--- config.mk ---
export PLATFORM = sky130hd
export DESIGN_NAME = scb_div
export DESIGN_NICKNAME = d
export VERILOG_FILES = /design/src/rtl/core/scb_pkg.sv /design/src/rtl/core/scb_div.sv
export SDC_FILE = /design/constraint.sdc
export NUM_CORES = 1
export LEC_CHECK = 0
export BUFFER_PORTS_ARGS = -buffer_cell sky130_fd_sc_hd__buf_2
export CELL_PAD_IN_SITES_DETAIL_PLACEMENT = 2
export CELL_PAD_IN_SITES_GLOBAL_PLACEMENT = 2
export CORE_AREA = 5 5 163 165
export CTS_CLUSTER_SIZE = 8
export DETAILED_ROUTE_END_ITERATION = 10
export DIE_AREA = 0 0 168 170
export GPL_TIMING_DRIVEN = 1
export PLACE_DENSITY = 0.7
export SLEW_MARGIN = 20
export SYNTH_ARGS = -nofsm -noshare
export SYNTH_HDL_FRONTEND = slang
export SYNTH_SLANG_ARGS = --single-unit
--- constraint.sdc ---
create_clock -name clk -period 4.22 [get_ports clk]
set_clock_uncertainty 0.1 [all_clocks]
set_input_delay 0.211 -clock clk [delete_from_list [all_inputs] [get_ports clk]]
set_output_delay 0.211 -clock clk [all_outputs]
set_load 0.01 [all_outputs]
--- src/rtl/core/scb_pkg.sv ---
// Shared types and constants for the statistics counter bank.
package scb_pkg;

	// Operation codes carried in the low bits of the input tuser
	localparam logic [2:0] FN_ADD    = 3'd0;
	localparam logic [2:0] FN_SET    = 3'd1;
	localparam logic [2:0] FN_MAX    = 3'd2;
	localparam logic [2:0] FN_AVG    = 3'd3;
	localparam logic [2:0] FN_CLR1   = 3'd4;
	localparam logic [2:0] FN_CLRALL = 3'd5;
	localparam logic [2:0] FN_READ   = 3'd6;

	localparam int unsigned IDX_W = 6;
	localparam int unsigned VAL_W = 64;
	localparam int unsigned CNT_W = 32;

	// Write request from the sequencer to the storage bank
	typedef struct packed {
		logic             val_we;
		logic             cnt_we;
		logic             clr_all;
		logic [IDX_W-1:0] idx;
		logic [VAL_W-1:0] val;
		logic [CNT_W-1:0] cnt;
	} scb_wr_t;

endpackage

--- src/rtl/core/scb_div.sv ---
// Iterative unsigned 64 by 32 divider, one quotient bit per cycle.
module scb_div
	import scb_pkg::*;
(
	input  logic             clk,
	input  logic             arst_n,
	input  logic             start,
	input  logic [VAL_W-1:0] dividend,
	input  logic [CNT_W-1:0] divisor,
	output logic             busy,
	output logic             done,
	output logic [VAL_W-1:0] quotient
);

	localparam int unsigned STEP_W = $clog2(VAL_W);

	logic              busy_q;
	logic              done_q;
	logic [STEP_W-1:0] step_q;
	logic [CNT_W-1:0]  div_q;
	logic [CNT_W-1:0]  rem_q;
	logic [VAL_W-1:0]  quo_q;
	logic [CNT_W:0]    shifted;
	logic [CNT_W:0]    diff;
	logic              ge;

	// Shift in the next dividend bit and trial-subtract the divisor
	always_comb begin
		shifted = {rem_q, quo_q[VAL_W-1]};
		diff    = shifted - {1'b0, div_q};
		ge      = (shifted >= {1'b0, div_q});
	end

	// Control: count steps and flag the cycle after the last one
	always_ff @(posedge clk or negedge arst_n) begin
		if (!arst_n) begin
			busy_q <= 1'b0;
			done_q <= 1'b0;
			step_q <= '0;
		end else begin
			done_q <= 1'b0;
			if (start) begin
				busy_q <= 1'b1;
				step_q <= '0;
			end else if (busy_q) begin
				step_q <= step_q + 1'b1;
				if (step_q == STEP_W'(VAL_W - 1)) begin
					busy_q <= 1'b0;
					done_q <= 1'b1;
				end
			end
		end
	end

	// Datapath: remainder and quotient shift register
	always_ff @(posedge clk) begin
		if (start) begin
			div_q <= divisor;
			rem_q <= '0;
			quo_q <= dividend;
		end else if (busy_q) begin
			rem_q <= ge ? diff[CNT_W-1:0] : shifted[CNT_W-1:0];
			quo_q <= {quo_q[VAL_W-2:0], ge};
		end
	end

	assign busy     = busy_q;
	assign done     = done_q;
	assign quotient = quo_q;

	a_start_idle: assert property (@(posedge clk) disable iff (!arst_n)
		start |-> !busy_q)
		else $error("divider started while busy");
	a_start_busy: assert property (@(posedge clk) disable iff (!arst_n)
		start |=> busy_q)
		else $error("divider did not go busy after start");

endmodule

== Word-level counts from Yosys, hierarchy flattened ==
Index checks and enable logic that the tools add are counted.

* Memories: 0
* Bits in latches: 0
* Memory bits (writable): 0
* Memory bits (read-only): 0
* Output and inout port bits: 66
* Word-level logic and storage cells: 22
* Input bits: 99
* Register bits after elaboration: 136

* Bitwise gates (word level): 0
* Multiplexer cells: 11
* Magnitude comparators: 1
* Add/subtract/negate cells: 2
* Divide/modulo/power cells: 0
* Eq/ne operators: 1
* Shift operators: 0
* Multiply operators: 0
* Reductions and logical operators: 1

{| class="wikitable"
|+ Operators by type and width
! kind !! count
|-
| 64-bit 2-to-1 mux || 2
|-
| 33-bit by 32-bit >= comparator with 1-bit output || 1
|-
| 32-bit 2-to-1 mux || 1
|-
| 32-bit subtractor || 1
|-
| 6-bit 2-to-1 mux || 2
|-
| 6-bit by 1-bit adder with 6-bit output, second input constant || 1
|-
| 6-bit == test, second input constant || 1
|-
| 1-bit 2-to-1 mux || 6
|-
| 2-bit nonzero test || 1
|}

== Depth between registers and ports, before layout ==
Gate-level depths: netlist of the first run.

* Depth after elaboration: 4
* Gate-level depth with buffers: 14
* Depth with buffers taken out: 12

== Worst setup path after synthesis of the first run ==
OpenSTA, ideal clock, no wires.

* Path type: register -> register
* Start: register quo_q[63], in the netlist quotient[63]
* End: register rem_q[30]
* Cell stages (with the launch flop): 13
* Slack: 1.270 ns
* Setup time: 0.116 ns
* Path buffers: 0
* Required time: 4.004 ns
* Clock period less this slack: 2.950 ns
* Data arrival time: 2.734 ns
* Path through: edfxtp_1 inv_1 ha_1 fa_1 nand2b_1 a21o_1 a21o_1 a211o_1 a211o_1 a31o_2 a31oi_1 xor2_1 a31o_1

* Cells in the longest elaborated chain, start to end: 2
* Elaborated cells between the ends (all ways): 3
* Classes of those cells: 1 x add/sub; 1 x order compare; 1 x mux

{| class="wikitable"
|+ RTL lines
! item !! line !! text
|-
| start: declaration || scb_div.sv:22 || <nowiki>logic [VAL_W-1:0] quo_q;</nowiki>
|-
| start signal: assignment || scb_div.sv:60 || <nowiki>quo_q <= dividend;</nowiki>
|-
| start signal: assignment || scb_div.sv:63 || <nowiki>quo_q <= {quo_q[VAL_W-2:0], ge};</nowiki>
|-
| 32-bit subtractor / 33-bit by 32-bit >= comparator with 1-bit output (equally long branches) || scb_div.sv:30, scb_div.sv:31 ||
|-
| 32-bit 2-to-1 mux (*) || scb_div.sv:62 || <nowiki>rem_q <= ge ? diff[CNT_W-1:0] : shifted[CNT_W-1:0];</nowiki>
|-
| end signal: assignment || scb_div.sv:62 ||
|-
| end: declaration || scb_div.sv:21 || <nowiki>logic [CNT_W-1:0] rem_q;</nowiki>
|}

Mark *: on every way between the ends. The rest lies on a longest branch, timed or not.
A chain may end at the register's enable or synchronous reset.

== Worst setup path in the final report of the first run ==
* Start: register div_q[10]
* End: register rem_q[0]

* Cells in the longest elaborated chain, start to end: 2

{| class="wikitable"
|+ RTL lines
! item !! line !! text
|-
| start: declaration || scb_div.sv:20 || <nowiki>logic [CNT_W-1:0] div_q;</nowiki>
|-
| start signal: assignment || scb_div.sv:58 || <nowiki>div_q <= divisor;</nowiki>
|-
| 33-bit by 32-bit >= comparator with 1-bit output || scb_div.sv:31 || <nowiki>ge = (shifted >= {1'b0, div_q});</nowiki>
|-
| 32-bit 2-to-1 mux || scb_div.sv:62 ||
|}

Every way passes these cells.

==> results of run 1 <==
worst max-delay path: stages, from the launching register on:
cell and delay (ns):
sky130_fd_sc_hd__edfxtp_1 0.32, sky130_fd_sc_hd__inv_1 0.05, sky130_fd_sc_hd__ha_1 0.39, sky130_fd_sc_hd__nand4_1 0.11, sky130_fd_sc_hd__nor2_1 0.17, sky130_fd_sc_hd__a21boi_2 0.27, sky130_fd_sc_hd__o311ai_2 0.17, sky130_fd_sc_hd__a31o_4 0.31
sky130_fd_sc_hd__o2bb2ai_2 0.18, sky130_fd_sc_hd__o211ai_4 0.21, sky130_fd_sc_hd__buf_4 0.34, sky130_fd_sc_hd__mux2_2 0.37, sky130_fd_sc_hd__a211oi_1 0.21
where the power goes:
part,switching [mW],internal (mW),leakage [nW]
clock,0.690,0.780,0.270
sequential,0.159,1.67,1.36
combinational,1.10,0.882,2.62
stage by stage:
stage | instance area (um^2) | setup slack (ns) | util | hold slack (ns)
after floorplan | 7330 | 1.27 | - | -0.185
after global placement | 8490 | 0.937 | 0.341 | -0.0344
after detailed placement | 8490 | 0.889 | 0.341 | -0.0316
after CTS | 9970 | 0.871 | 0.400 | 0.00294
after global routing | 9980 | 0.694 | 0.401 | 0.00693
final | 9980 | 0.931 | 0.401 | 0.00965
sequential cells by signal (all words and copies together) (netlist names):
register,count
quotient,64
div_q,32
busy,1
step_q,6
rem_q,32
done,1
cell usage after synthesis, types with 6 or more instances:
library cell,n
sky130_fd_sc_hd__edfxtp_1,96
sky130_fd_sc_hd__mux2_2,65
sky130_fd_sc_hd__nor2_1,46
sky130_fd_sc_hd__nand2_1,43
sky130_fd_sc_hd__inv_1,41
sky130_fd_sc_hd__ha_1,33
sky130_fd_sc_hd__dfxtp_1,32
sky130_fd_sc_hd__a21oi_1,29
sky130_fd_sc_hd__mux2i_1,26
sky130_fd_sc_hd__a211oi_1,19
sky130_fd_sc_hd__clkbuf_1,18
sky130_fd_sc_hd__a21o_1,17
sky130_fd_sc_hd__o21ai_0,17
sky130_fd_sc_hd__xnor2_1,16
sky130_fd_sc_hd__xor2_1,16
sky130_fd_sc_hd__nand3_1,10
sky130_fd_sc_hd__a31oi_1,9
sky130_fd_sc_hd__dfrtp_1,8
sky130_fd_sc_hd__o21ai_1,7
sky130_fd_sc_hd__and2_1,6
sky130_fd_sc_hd__nand4_1,6
metal layers:
layer | global-route usage | vias up
met5 | 0 | -
met4 | 0.0423 | 0
met3 | 0.0627 | 18
met1 | 0.205 | 2962
met2 | 0.299 | 158
li1 | - | 2865
cell type report:
cell class / count / area share
clock inverter: 14 / 0.0130
antenna: 1 / 0.000251
sequential: 136 / 0.373
timing repair buffer: 264 / 0.182
inverter: 41 / 0.0154
multi-input combinational: 432 / 0.331
tap: 330 / 0.0414
clock buffer: 18 / 0.0430
kinds of logic (layout without fill, tap and decap cells):
family,count (synthesis),count (layout)
adder cells (fa/ha/maj),34,34
buffers and inverters,71,337
flip-flops,136,136
AO/OA/AOI/OAI,137,137
XOR/XNOR,32,32
AND/OR/NAND/NOR,138,138
multiplexers,91,91
other,0,1
timing repair:
item                                   4_1_cts  5_1_grt
endpoints found under the hold margin       99        1
hold buffers                                92        1
buffers inserted                             0        0
how the worst max path moves through the flow:
stage,end,depth (start not counted),from
after global placement,rem_q[0]$_SDFFE_PP0P_,12,div_q[10]$_DFFE_PP_
final,rem_q[0]$_SDFFE_PP0P_,12,div_q[10]$_DFFE_PP_
after CTS,rem_q[0]$_SDFFE_PP0P_,12,div_q[6]$_DFFE_PP_
after global routing,rem_q[0]$_SDFFE_PP0P_,12,div_q[6]$_DFFE_PP_
after detailed placement,rem_q[0]$_SDFFE_PP0P_,12,div_q[10]$_DFFE_PP_
after floorplan,rem_q[30]$_SDFFE_PP0P_,12,quotient[63]$_DFFE_PP_
==> run summary, run 1 <==
==============================================================================
Length in cells of the worst reg-to-reg path                                12
CTS root buffer                                                   sky130_fd_sc_hd__clkbuf_16
Final-report max-slew violation count                                        0
Result of the run                                                 finished clean
Reg2Reg Capture Point                                             rem_q[0]$_SDFFE_PP0P_
Tcrit/Tclk final                                                         0.779
Number of I/O pins                                                         165
Main combinational cell family by area after synthesis            multiplexers
Area of the mapped netlist                                           7330 um^2
Vias                                                                      6003
Hold path cells                                                              2
M1 wire length                                                        10300 um
Fraction of layout instances using a drive strength above 1              0.306
Starting DRC count in detailed routing                                     178
Buffers on Ports                                                           164
Share of flip-flops with an asynchronous set or reset                   0.0588
Critical path class                                                    reg2reg
Later-pin clock latency in the skew report                             0.43 ns
Required time worst endpoint                                           4.47 ns
Critical path capture point type                                     flip-flop
Total length of routed met3 wires                                      1770 um
Final setup violation count                                                  0
# Max-Cap Violations                                                         0
Critical path peak fanout                                                   17
Adder-Cell Fraction of Synth Area                                       0.0590
Number of nets in the finished design                                     1025
Die H                                                                   170 um
Class of the tightest hold or removal check                             in2reg
Part of the Yosys area used for sequential elements                      0.508
Area taken by multi-input logic gates                                3310 um^2
Relative area change from synthesis to final layout                      36.0%
Multiplexer share of the synthesized area                                0.135
Cts bufs inserted                                                           17
Number of fill cells in the layout                                        2625
Worst-margin pin slew                                                 0.872 ns
Number of nets still failing antenna checks after routing                    0
WL met2                                                               12100 um
Startpoint type of the worst setup path                              flip-flop
Total iterations of the first detailed-routing run                           4
CTS H-tree depth                                                             4
Instance count after placement with tap cells included                    1110
Core Footprint                                                      24900 um^2
Leak pwr                                                               4.25 nW
Cell count after synthesis                                                 639
Hold Crit Start                                                   dividend[30]
Total negative slack                                                      0 ns
Die outline width                                                       168 um
Area fraction in and, or, nand and nor cells after synthesis            0.0860
Post-route DRC violation count                                               0
Global placement routability congestion                                  0.777
Average size of a mapped cell                                        11.5 um^2
Design Power                                                           5.28 mW
Synth Flop Type                                                   sky130_fd_sc_hd__edfxtp_1
Fin crit period                                                        3.29 ns
Maximum number of buffers from clock root to sink                            2
Slew margin rel.                                                         0.419
Number of nets in the synthesized netlist                                  772
Proportion of netlist area held by the largest area contributor          0.393
Cell types with the largest area share after synthesis            sky130_fd_sc_hd__edfxtp_1 39%, sky130_fd_sc_hd__mux2_2 10%, sky130_fd_sc_hd__dfxtp_1 8.7%
Global route total overflow                                                  0
Final hold violation count                                                   0
Initial antenna violation count                                              0
Worst Path Arrival                                                     3.54 ns
# rows                                                                      58
Starting density of the core                                             0.295
Start of the worst register-to-register path                      div_q[10]$_DFFE_PP_
Routed vias/inst                                                          4.86
Distinct cell type count of the synthesized netlist                         58
Synth warnings                                                               0
Worst IR Drop VDD                                                   0.000221 V
DIE AREA                                                            28600 um^2
Area taken by flip-flops and latches                                 3720 um^2
Most common library cell in the layout ignoring fill and taps     sky130_fd_sc_hd__buf_2
Cell Pwr Density                                                   530 nW/um^2
Maximum clock frequency                                              0.304 GHz
Global router's overall resource usage                                   0.173
Total routed wirelength                                               24400 um
Largest net degree at the start of global routing                           80
FF-to-FF setup slack                                                   0.93 ns
Flops & latches, synth                                                     136
Dpl hpwl                                                              16500 um
Number of clock sinks                                                      136
Number of enable-type register cells in the synthesized netlist             96
Compound-gate portion of the synthesized area                            0.132
Endpoint of the worst hold-timing path                            quotient[30]$_DFFE_PP_
Setup repair after global routing missed its margin                         no
CTS tree                                                                 built
Post-Layout Cell Count                                                    1236
Most used cells in the layout excluding fill and tap cells        163 x sky130_fd_sc_hd__buf_2, 96 x sky130_fd_sc_hd__edfxtp_1, 93 x sky130_fd_sc_hd__dlygate4sd3_1
Cell type contributing the most total cell area after synthesis   sky130_fd_sc_hd__edfxtp_1
Post-cts resize count                                                        0
Clock transition at the registers of the reported paths                0.07 ns
Via count of the first global-routing pass                                6826
Global-route wire length before repair                                38700 um
Xor and xnor area share after synthesis                                 0.0382
Uppermost signal routing layer after detailed routing                     met4
Average wire per cell in the routed design                             19.8 um
==============================================================================
Note: power is estimated with default switching activity, not from simulation.
==> run 2, diff against run 1 <==
==> constraint.sdc (replaced) <==
create_clock -name clk -period 3.2 [get_ports clk]
set_clock_uncertainty 0.1 [all_clocks]
set_input_delay 0.16 -clock clk [delete_from_list [all_inputs] [get_ports clk]]
set_output_delay 0.16 -clock clk [all_outputs]
set_load 0.01 [all_outputs]
==> run summary, run 2 (synthesized netlist as in run 1, its figures left out) <==
========================================================================================
Result of the run                                                           finished clean
Total negative slack                                                                0 ns
Cell Pwr Density                                                             707 nW/um^2
Delay of the slowest cell on the worst path                                      0.37 ns
Most used cells in the layout excluding fill and tap cells                  163 x sky130_fd_sc_hd__buf_2, 99 x sky130_fd_sc_hd__dlygate4sd3_1, 96 x sky130_fd_sc_hd__edfxtp_1
Largest net degree at the start of global routing                                     43
Category of cells accounting for the largest share of critical-path delay   compound AO/OA/AOI/OAI gates
Total non-filler cell area in the finished layout                             10200 um^2
Final hold violation count                                                             0
Routed vias/inst                                                                    4.86
Clock transition at the registers of the reported paths                          0.06 ns
Worst Path Arrival                                                               3.26 ns
Number of I/O pins                                                                   165
Required time worst endpoint                                                     3.38 ns
Fin crit period                                                                  3.07 ns
Critical path peak fanout                                                             11
Number of nets in the finished design                                               1043
Relative area change from synthesis to final layout                                39.6%
Core Footprint                                                                24900 um^2
Starting density of the core                                                       0.295
Worst-margin pin slew                                                           0.596 ns
Share of the core filled with cells in the final layout                            0.411
Dpl hpwl                                                                        17400 um
Length in cells of the worst reg-to-reg path                                          12
Setup repair bufs after CTS                                                            0
Most common library cell in the layout ignoring fill and taps               sky130_fd_sc_hd__buf_2
Post-route DRC violation count                                                         0
Endpoint of the worst hold-timing path                                      rem_q[13]$_SDFFE_PP0P_
# Max-Cap Violations                                                                   0
Worst IR Drop VDD                                                             0.000269 V
Via count of the first global-routing pass                                          6993
Die outline width                                                                 168 um
Final setup violation count                                                            0
CTS tree                                                                           built
Total iterations of the first detailed-routing run                                     4
Slowest cell on the critical path                                           sky130_fd_sc_hd__ha_1
Die H                                                                             170 um
Series of cell instances along the critical path                            inv_1, ha_1, nand3_1, o21bai_4, a21boi_4, o311ai_2, a31o_4, o2bb2ai_2, o211ai_4, buf_12, mux2i_2, a211oi_2
Global route total overflow                                                            0
Later-pin clock latency in the skew report                                       0.43 ns
DIE AREA                                                                      28600 um^2
Fraction of layout instances using a drive strength above 1                        0.327
Critical path buffer and inverter count                                                2
Class of the tightest hold or removal check                                       in2reg
Slew margin rel.                                                                   0.599
Global router's overall resource usage                                             0.179
Dpl cell area                                                                  8590 um^2
Cts bufs inserted                                                                     17
Maximum number of buffers from clock root to sink                                      2
Average wire per cell in the routed design                                       20.6 um
Startpoint type of the worst setup path                                        flip-flop
Initial antenna violation count                                                        3
Setup repair after global routing missed its margin                                   no
Hold Crit Start                                                                    start
Global placement routability congestion                                            0.780
FF-to-FF setup slack                                                             0.13 ns
Tcrit/Tclk final                                                                   0.959
Start of the worst register-to-register path                                div_q[4]$_DFFE_PP_
Maximum clock frequency                                                        0.326 GHz
Hold path cells                                                                        2
Total routed wirelength                                                         25800 um
CTS root buffer                                                             sky130_fd_sc_hd__clkbuf_16
Leak pwr                                                                         4.34 nW
# rows                                                                                58
Critical path capture point type                                               flip-flop
Starting DRC count in detailed routing                                               240
CTS H-tree depth                                                                       4
Critical path class                                                              reg2reg
Vias                                                                                6098
Global-route wire length before repair                                          40400 um
Final-report max-slew violation count                                                  0
Number of nets still failing antenna checks after routing                              0
Number of clock sinks                                                                136
Buffers on Ports                                                                     164
Number of flip-flops in the largest register                                          64
Reg2Reg Capture Point                                                       rem_q[22]$_SDFFE_PP0P_
========================================================================================
## run 2: metal layers
layer | track usage | share of wire | vias to the layer above
met3 | 0.0757 | 0.079 | 10
li1 | - | - | 2900
met5 | 0 | 0.00050 | -
met2 | 0.311 | 0.49 | 160
met4 | 0.0286 | 0.0060 | 2
met1 | 0.212 | 0.42 | 3026
## run 2: repair_timing
item / CTS / global route
setup endpoints to repair: 0 / 12
gates resized for setup: 0 / 16
hold buffers: 99 / 0
hold endpoints to repair: 104 / 0
## run 2: power by group
part | internal, mW | total [mW] | switching (mW) | leakage [nW]
Combinational | 1.34 | 2.87 | 1.53 | 2.72
Clock | 1.03 | 1.94 | 0.910 | 0.268
Sequential | 2.20 | 2.43 | 0.227 | 1.36
Total | 4.57 | 7.24 | 2.67 | 4.34
## run 2: how the worst max path moves through the flow
stage | start | endpoint | slack, ns | cells past startpoint
after global routing | div_q[4]$_DFFE_PP_ | rem_q[1]$_SDFFE_PP0P_ | 0.007 | 12
after global placement | quotient[63]$_DFFE_PP_ | rem_q[20]$_SDFFE_PP0P_ | 0.15 | 12
after CTS | quotient[63]$_DFFE_PP_ | rem_q[28]$_SDFFE_PP0P_ | 0.04 | 12
final | div_q[4]$_DFFE_PP_ | rem_q[22]$_SDFFE_PP0P_ | 0.13 | 12
after floorplan | quotient[63]$_DFFE_PP_ | rem_q[30]$_SDFFE_PP0P_ | 0.25 | 12
after detailed placement | quotient[63]$_DFFE_PP_ | rem_q[28]$_SDFFE_PP0P_ | 0.06 | 12
## run 2: worst reg2reg max path: cells and delay by family, from the launching register on
kind	cells	cell delay [ns]
buffers and inverters	2	0.26
muxes	1	0.25
adders and majority gates	1	0.37
AOI/OAI and AO/OA	7	1.49
DFF	1	0.33
and+or+nand+nor	1	0.14
## run 2: stage by stage
| stage | hold WS, ns | cells | power [mW] | setup slack [ns] |
|---|---|---|---|---|
| detailed placement | -0.0769 | 1121 | 5.10 | 0.0633 |
| finish | 0.0546 | 1255 | 7.24 | 0.130 |
| CTS | 0.0503 | 1252 | 7.18 | 0.0370 |
| global route | 0.0594 | 1254 | 7.71 | 0.00679 |
| global placement | -0.0827 | 1121 | 5.04 | 0.145 |
| floorplan | -0.236 | 639 | 4.28 | 0.250 |
## run 2: area by class of cell
| type | count | area, um^2 |
|---|---|---|
| Fill cell | 2611 | 14700 |
| Sequential cell | 136 | 3720 |
| Multi-Input combinational cell | 432 | 3370 |
| Timing Repair Buffer | 282 | 2010 |
| Clock buffer | 18 | 429 |
| Tap cell | 330 | 413 |
| Inverter | 41 | 154 |
| Clock inverter | 14 | 131 |
| Antenna cell | 2 | 5.00 |
==> run 3, diff against run 2 <==
--- a/config.mk
+++ b/config.mk
@@ -9,11 +9,13 @@
 export CELL_PAD_IN_SITES_DETAIL_PLACEMENT = 2
 export CELL_PAD_IN_SITES_GLOBAL_PLACEMENT = 2
 export CORE_AREA = 5 5 163 165
+export CTS_BUF_LIST = sky130_fd_sc_hd__clkbuf_4 sky130_fd_sc_hd__clkbuf_8 sky130_fd_sc_hd__clkbuf_16
 export CTS_CLUSTER_SIZE = 8
 export DETAILED_ROUTE_END_ITERATION = 10
 export DIE_AREA = 0 0 168 170
 export GPL_TIMING_DRIVEN = 1
 export PLACE_DENSITY = 0.7
+export REMOVE_ABC_BUFFERS = 1
 export SLEW_MARGIN = 20
 export SYNTH_ARGS = -nofsm -noshare
 export SYNTH_HDL_FRONTEND = slang
==> constraint.sdc (replaced) <==
create_clock -name clk -period 3.6 [get_ports clk]
set_clock_uncertainty 0.1 [all_clocks]
set_input_delay 0.18 -clock clk [delete_from_list [all_inputs] [get_ports clk]]
set_output_delay 0.18 -clock clk [all_outputs]
set_load 0.01 [all_outputs]
==> run summary, run 3 (synthesized netlist as in run 1, its figures left out) <==
============================================================================
Result of the run                                               finished clean
# rows                                                                    58
Post-route DRC violation count                                             0
Starting DRC count in detailed routing                                   253
# Max-Cap Violations                                                       0
Number of flip-flops in the largest register                              64
Later-pin clock latency in the skew report                           0.44 ns
Met3 track utilization from global routing                            0.0683
Setup repair after global routing missed its margin                       no
Dpl cell area                                                      8530 um^2
Dpl hpwl                                                            16400 um
Fin crit period                                                      3.24 ns
Class of the tightest hold or removal check                         in2async
FF-to-FF setup slack                                                 0.36 ns
Via count of the first global-routing pass                              6909
Most common library cell in the layout ignoring fill and taps   sky130_fd_sc_hd__buf_2
Clock transition at the registers of the reported paths              0.08 ns
Sequential cell fraction of total power                                0.343
Design Power                                                         6.25 mW
Global route total overflow                                                0
Area taken by multi-input logic gates                              3310 um^2
Final hold violation count                                                 0
Total non-filler cell area in the finished layout                 10100 um^2
Number of nets in the finished design                                   1031
Vias                                                                    6034
Global router's overall resource usage                                 0.177
Routed vias/inst                                                        4.86
Buffers on Ports                                                         164
Internal power                                                       3.93 mW
Post-cts resize count                                                      0
Final-report max-slew violation count                                      0
Combinational fraction of design power                                 0.380
Antenna cells                                                              0
DIE AREA                                                          28600 um^2
Starting density of the core                                           0.295
Maximum number of buffers from clock root to sink                          2
Required time worst endpoint                                         3.84 ns
Worst Path Arrival                                                   3.48 ns
Worst setup path start                                          quotient[63]$_DFFE_PP_
Reg2Reg Capture Point                                           rem_q[20]$_SDFFE_PP0P_
Global-route wire length before repair                              39500 um
Maximum clock frequency                                            0.309 GHz
Switching portion of total power                                       0.371
Final hold slack                                                   0.0287 ns
Core Footprint                                                    24900 um^2
Average wire per cell in the routed design                           20.1 um
CTS root buffer                                                 sky130_fd_sc_hd__clkbuf_16
Die H                                                                 170 um
Tcrit/Tclk final                                                       0.899
Length in cells of the worst reg-to-reg path                              12
Number of fill cells in the layout                                      2610
Cell Pwr Density                                                 621 nW/um^2
Fraction of layout instances using a drive strength above 1            0.307
Startpoint type of the worst setup path                            flip-flop
GRT busiest layer                                                       met2
Worst IR Drop VDD                                                 0.000238 V
Total negative slack                                                    0 ns
Global routing usage on met1                                           0.211
Most used cells in the layout excluding fill and tap cells      163 x sky130_fd_sc_hd__buf_2, 97 x sky130_fd_sc_hd__dlygate4sd3_1, 96 x sky130_fd_sc_hd__edfxtp_1
Initial antenna violation count                                            1
Relative area change from synthesis to final layout                    37.1%
Worst-margin pin slew                                               0.947 ns
Clock network fraction of design power                                 0.277
Final setup violation count                                                0
Die outline width                                                     168 um
Number of I/O pins                                                       165
Critical path class                                                  reg2reg
CTS tree                                                               built
Largest net degree at the start of global routing                         65
Area taken by flip-flops and latches                               3720 um^2
Instance count after placement with tap cells included                  1112
Fraction of met2 tracks used by global routing                         0.306
Total routed wirelength                                             25000 um
Number of clock sinks                                                    136
Leak pwr                                                             4.29 nW
Post-Layout Cell Count                                                  1241
Critical path peak fanout                                                  4
Slew margin rel.                                                       0.363
Total iterations of the first detailed-routing run                         4
Power dissipated by switching net loads                              2.32 mW
Critical path capture point type                                   flip-flop
Number of nets still failing antenna checks after routing                  0
Critical Path End                                               rem_q[20]$_SDFFE_PP0P_
Cts bufs inserted                                                         17
Global placement routability congestion                                0.777
Start of the worst register-to-register path                    quotient[63]$_DFFE_PP_
CTS H-tree depth                                                           4
============================================================================
## run 3: routing by layer
metal,up-vias,share of wire
li1,2872,-
met3,23,0.077
met4,2,0.0093
met5,-,0.00052
met1,2963,0.43
met2,174,0.49
## run 3: power groups by stage
stage               logic [mW]  registers (mW)  clock network (mW)
finish                    2.37            2.14                1.73
global placement          2.24            2.16                   0
CTS                       2.39            2.14                1.77
detailed placement        2.28            2.16                   0
floorplan                 1.56            2.16                   0
global route              2.62            2.18                1.85
## run 3: timing repair
item                                   CTS  global route
setup endpoints to repair                0             0
hold buffers                            97             0
endpoints found under the hold margin  104             0
buffers inserted                         0             0
## run 3: worst min path at each step
stage,to,slack [ns],from,cells after the start
detailed placement,done$_DFF_PN0_,-0.06,arst_n,1
finish,done$_DFF_PN0_,0.03,arst_n,2
global placement,done$_DFF_PN0_,-0.06,arst_n,1
global route,busy$_DFF_PN0_,0.05,arst_n,2
floorplan,busy$_DFF_PN0_,-0.22,arst_n,0
CTS,busy$_DFF_PN0_,0.02,arst_n,2
## run 3: critical path, cell delays in order (launching register included)
cell and delay, ns:
sky130_fd_sc_hd__edfxtp_1 0.34, sky130_fd_sc_hd__inv_1 0.07, sky130_fd_sc_hd__ha_1 0.22, sky130_fd_sc_hd__fa_1 0.40
sky130_fd_sc_hd__nand2b_1 0.19, sky130_fd_sc_hd__a21o_1 0.20, sky130_fd_sc_hd__and2_1 0.15, sky130_fd_sc_hd__o31ai_1 0.31
sky130_fd_sc_hd__o21ai_0 0.35, sky130_fd_sc_hd__o21bai_1 0.26, sky130_fd_sc_hd__xor2_1 0.19, sky130_fd_sc_hd__mux2i_1 0.09
sky130_fd_sc_hd__a211oi_1 0.25
## run 3: layout make-up
cell class / instances / area share
Sequential cell: 136 / 0.370
Multi-Input combinational cell: 432 / 0.329
Timing Repair Buffer: 270 / 0.189
Clock buffer: 17 / 0.0423
Tap cell: 330 / 0.0411
Inverter: 41 / 0.0153
Clock inverter: 15 / 0.0129
## run 3: through the flow
step,utilization,worst slack (ns)
2_1_floorplan,-,0.196
3_3_place_gp,0.343,0.439
3_5_place_dp,0.343,0.345
4_1_cts,0.404,0.312
5_1_grt,0.404,0.0928
6_report,0.404,0.362
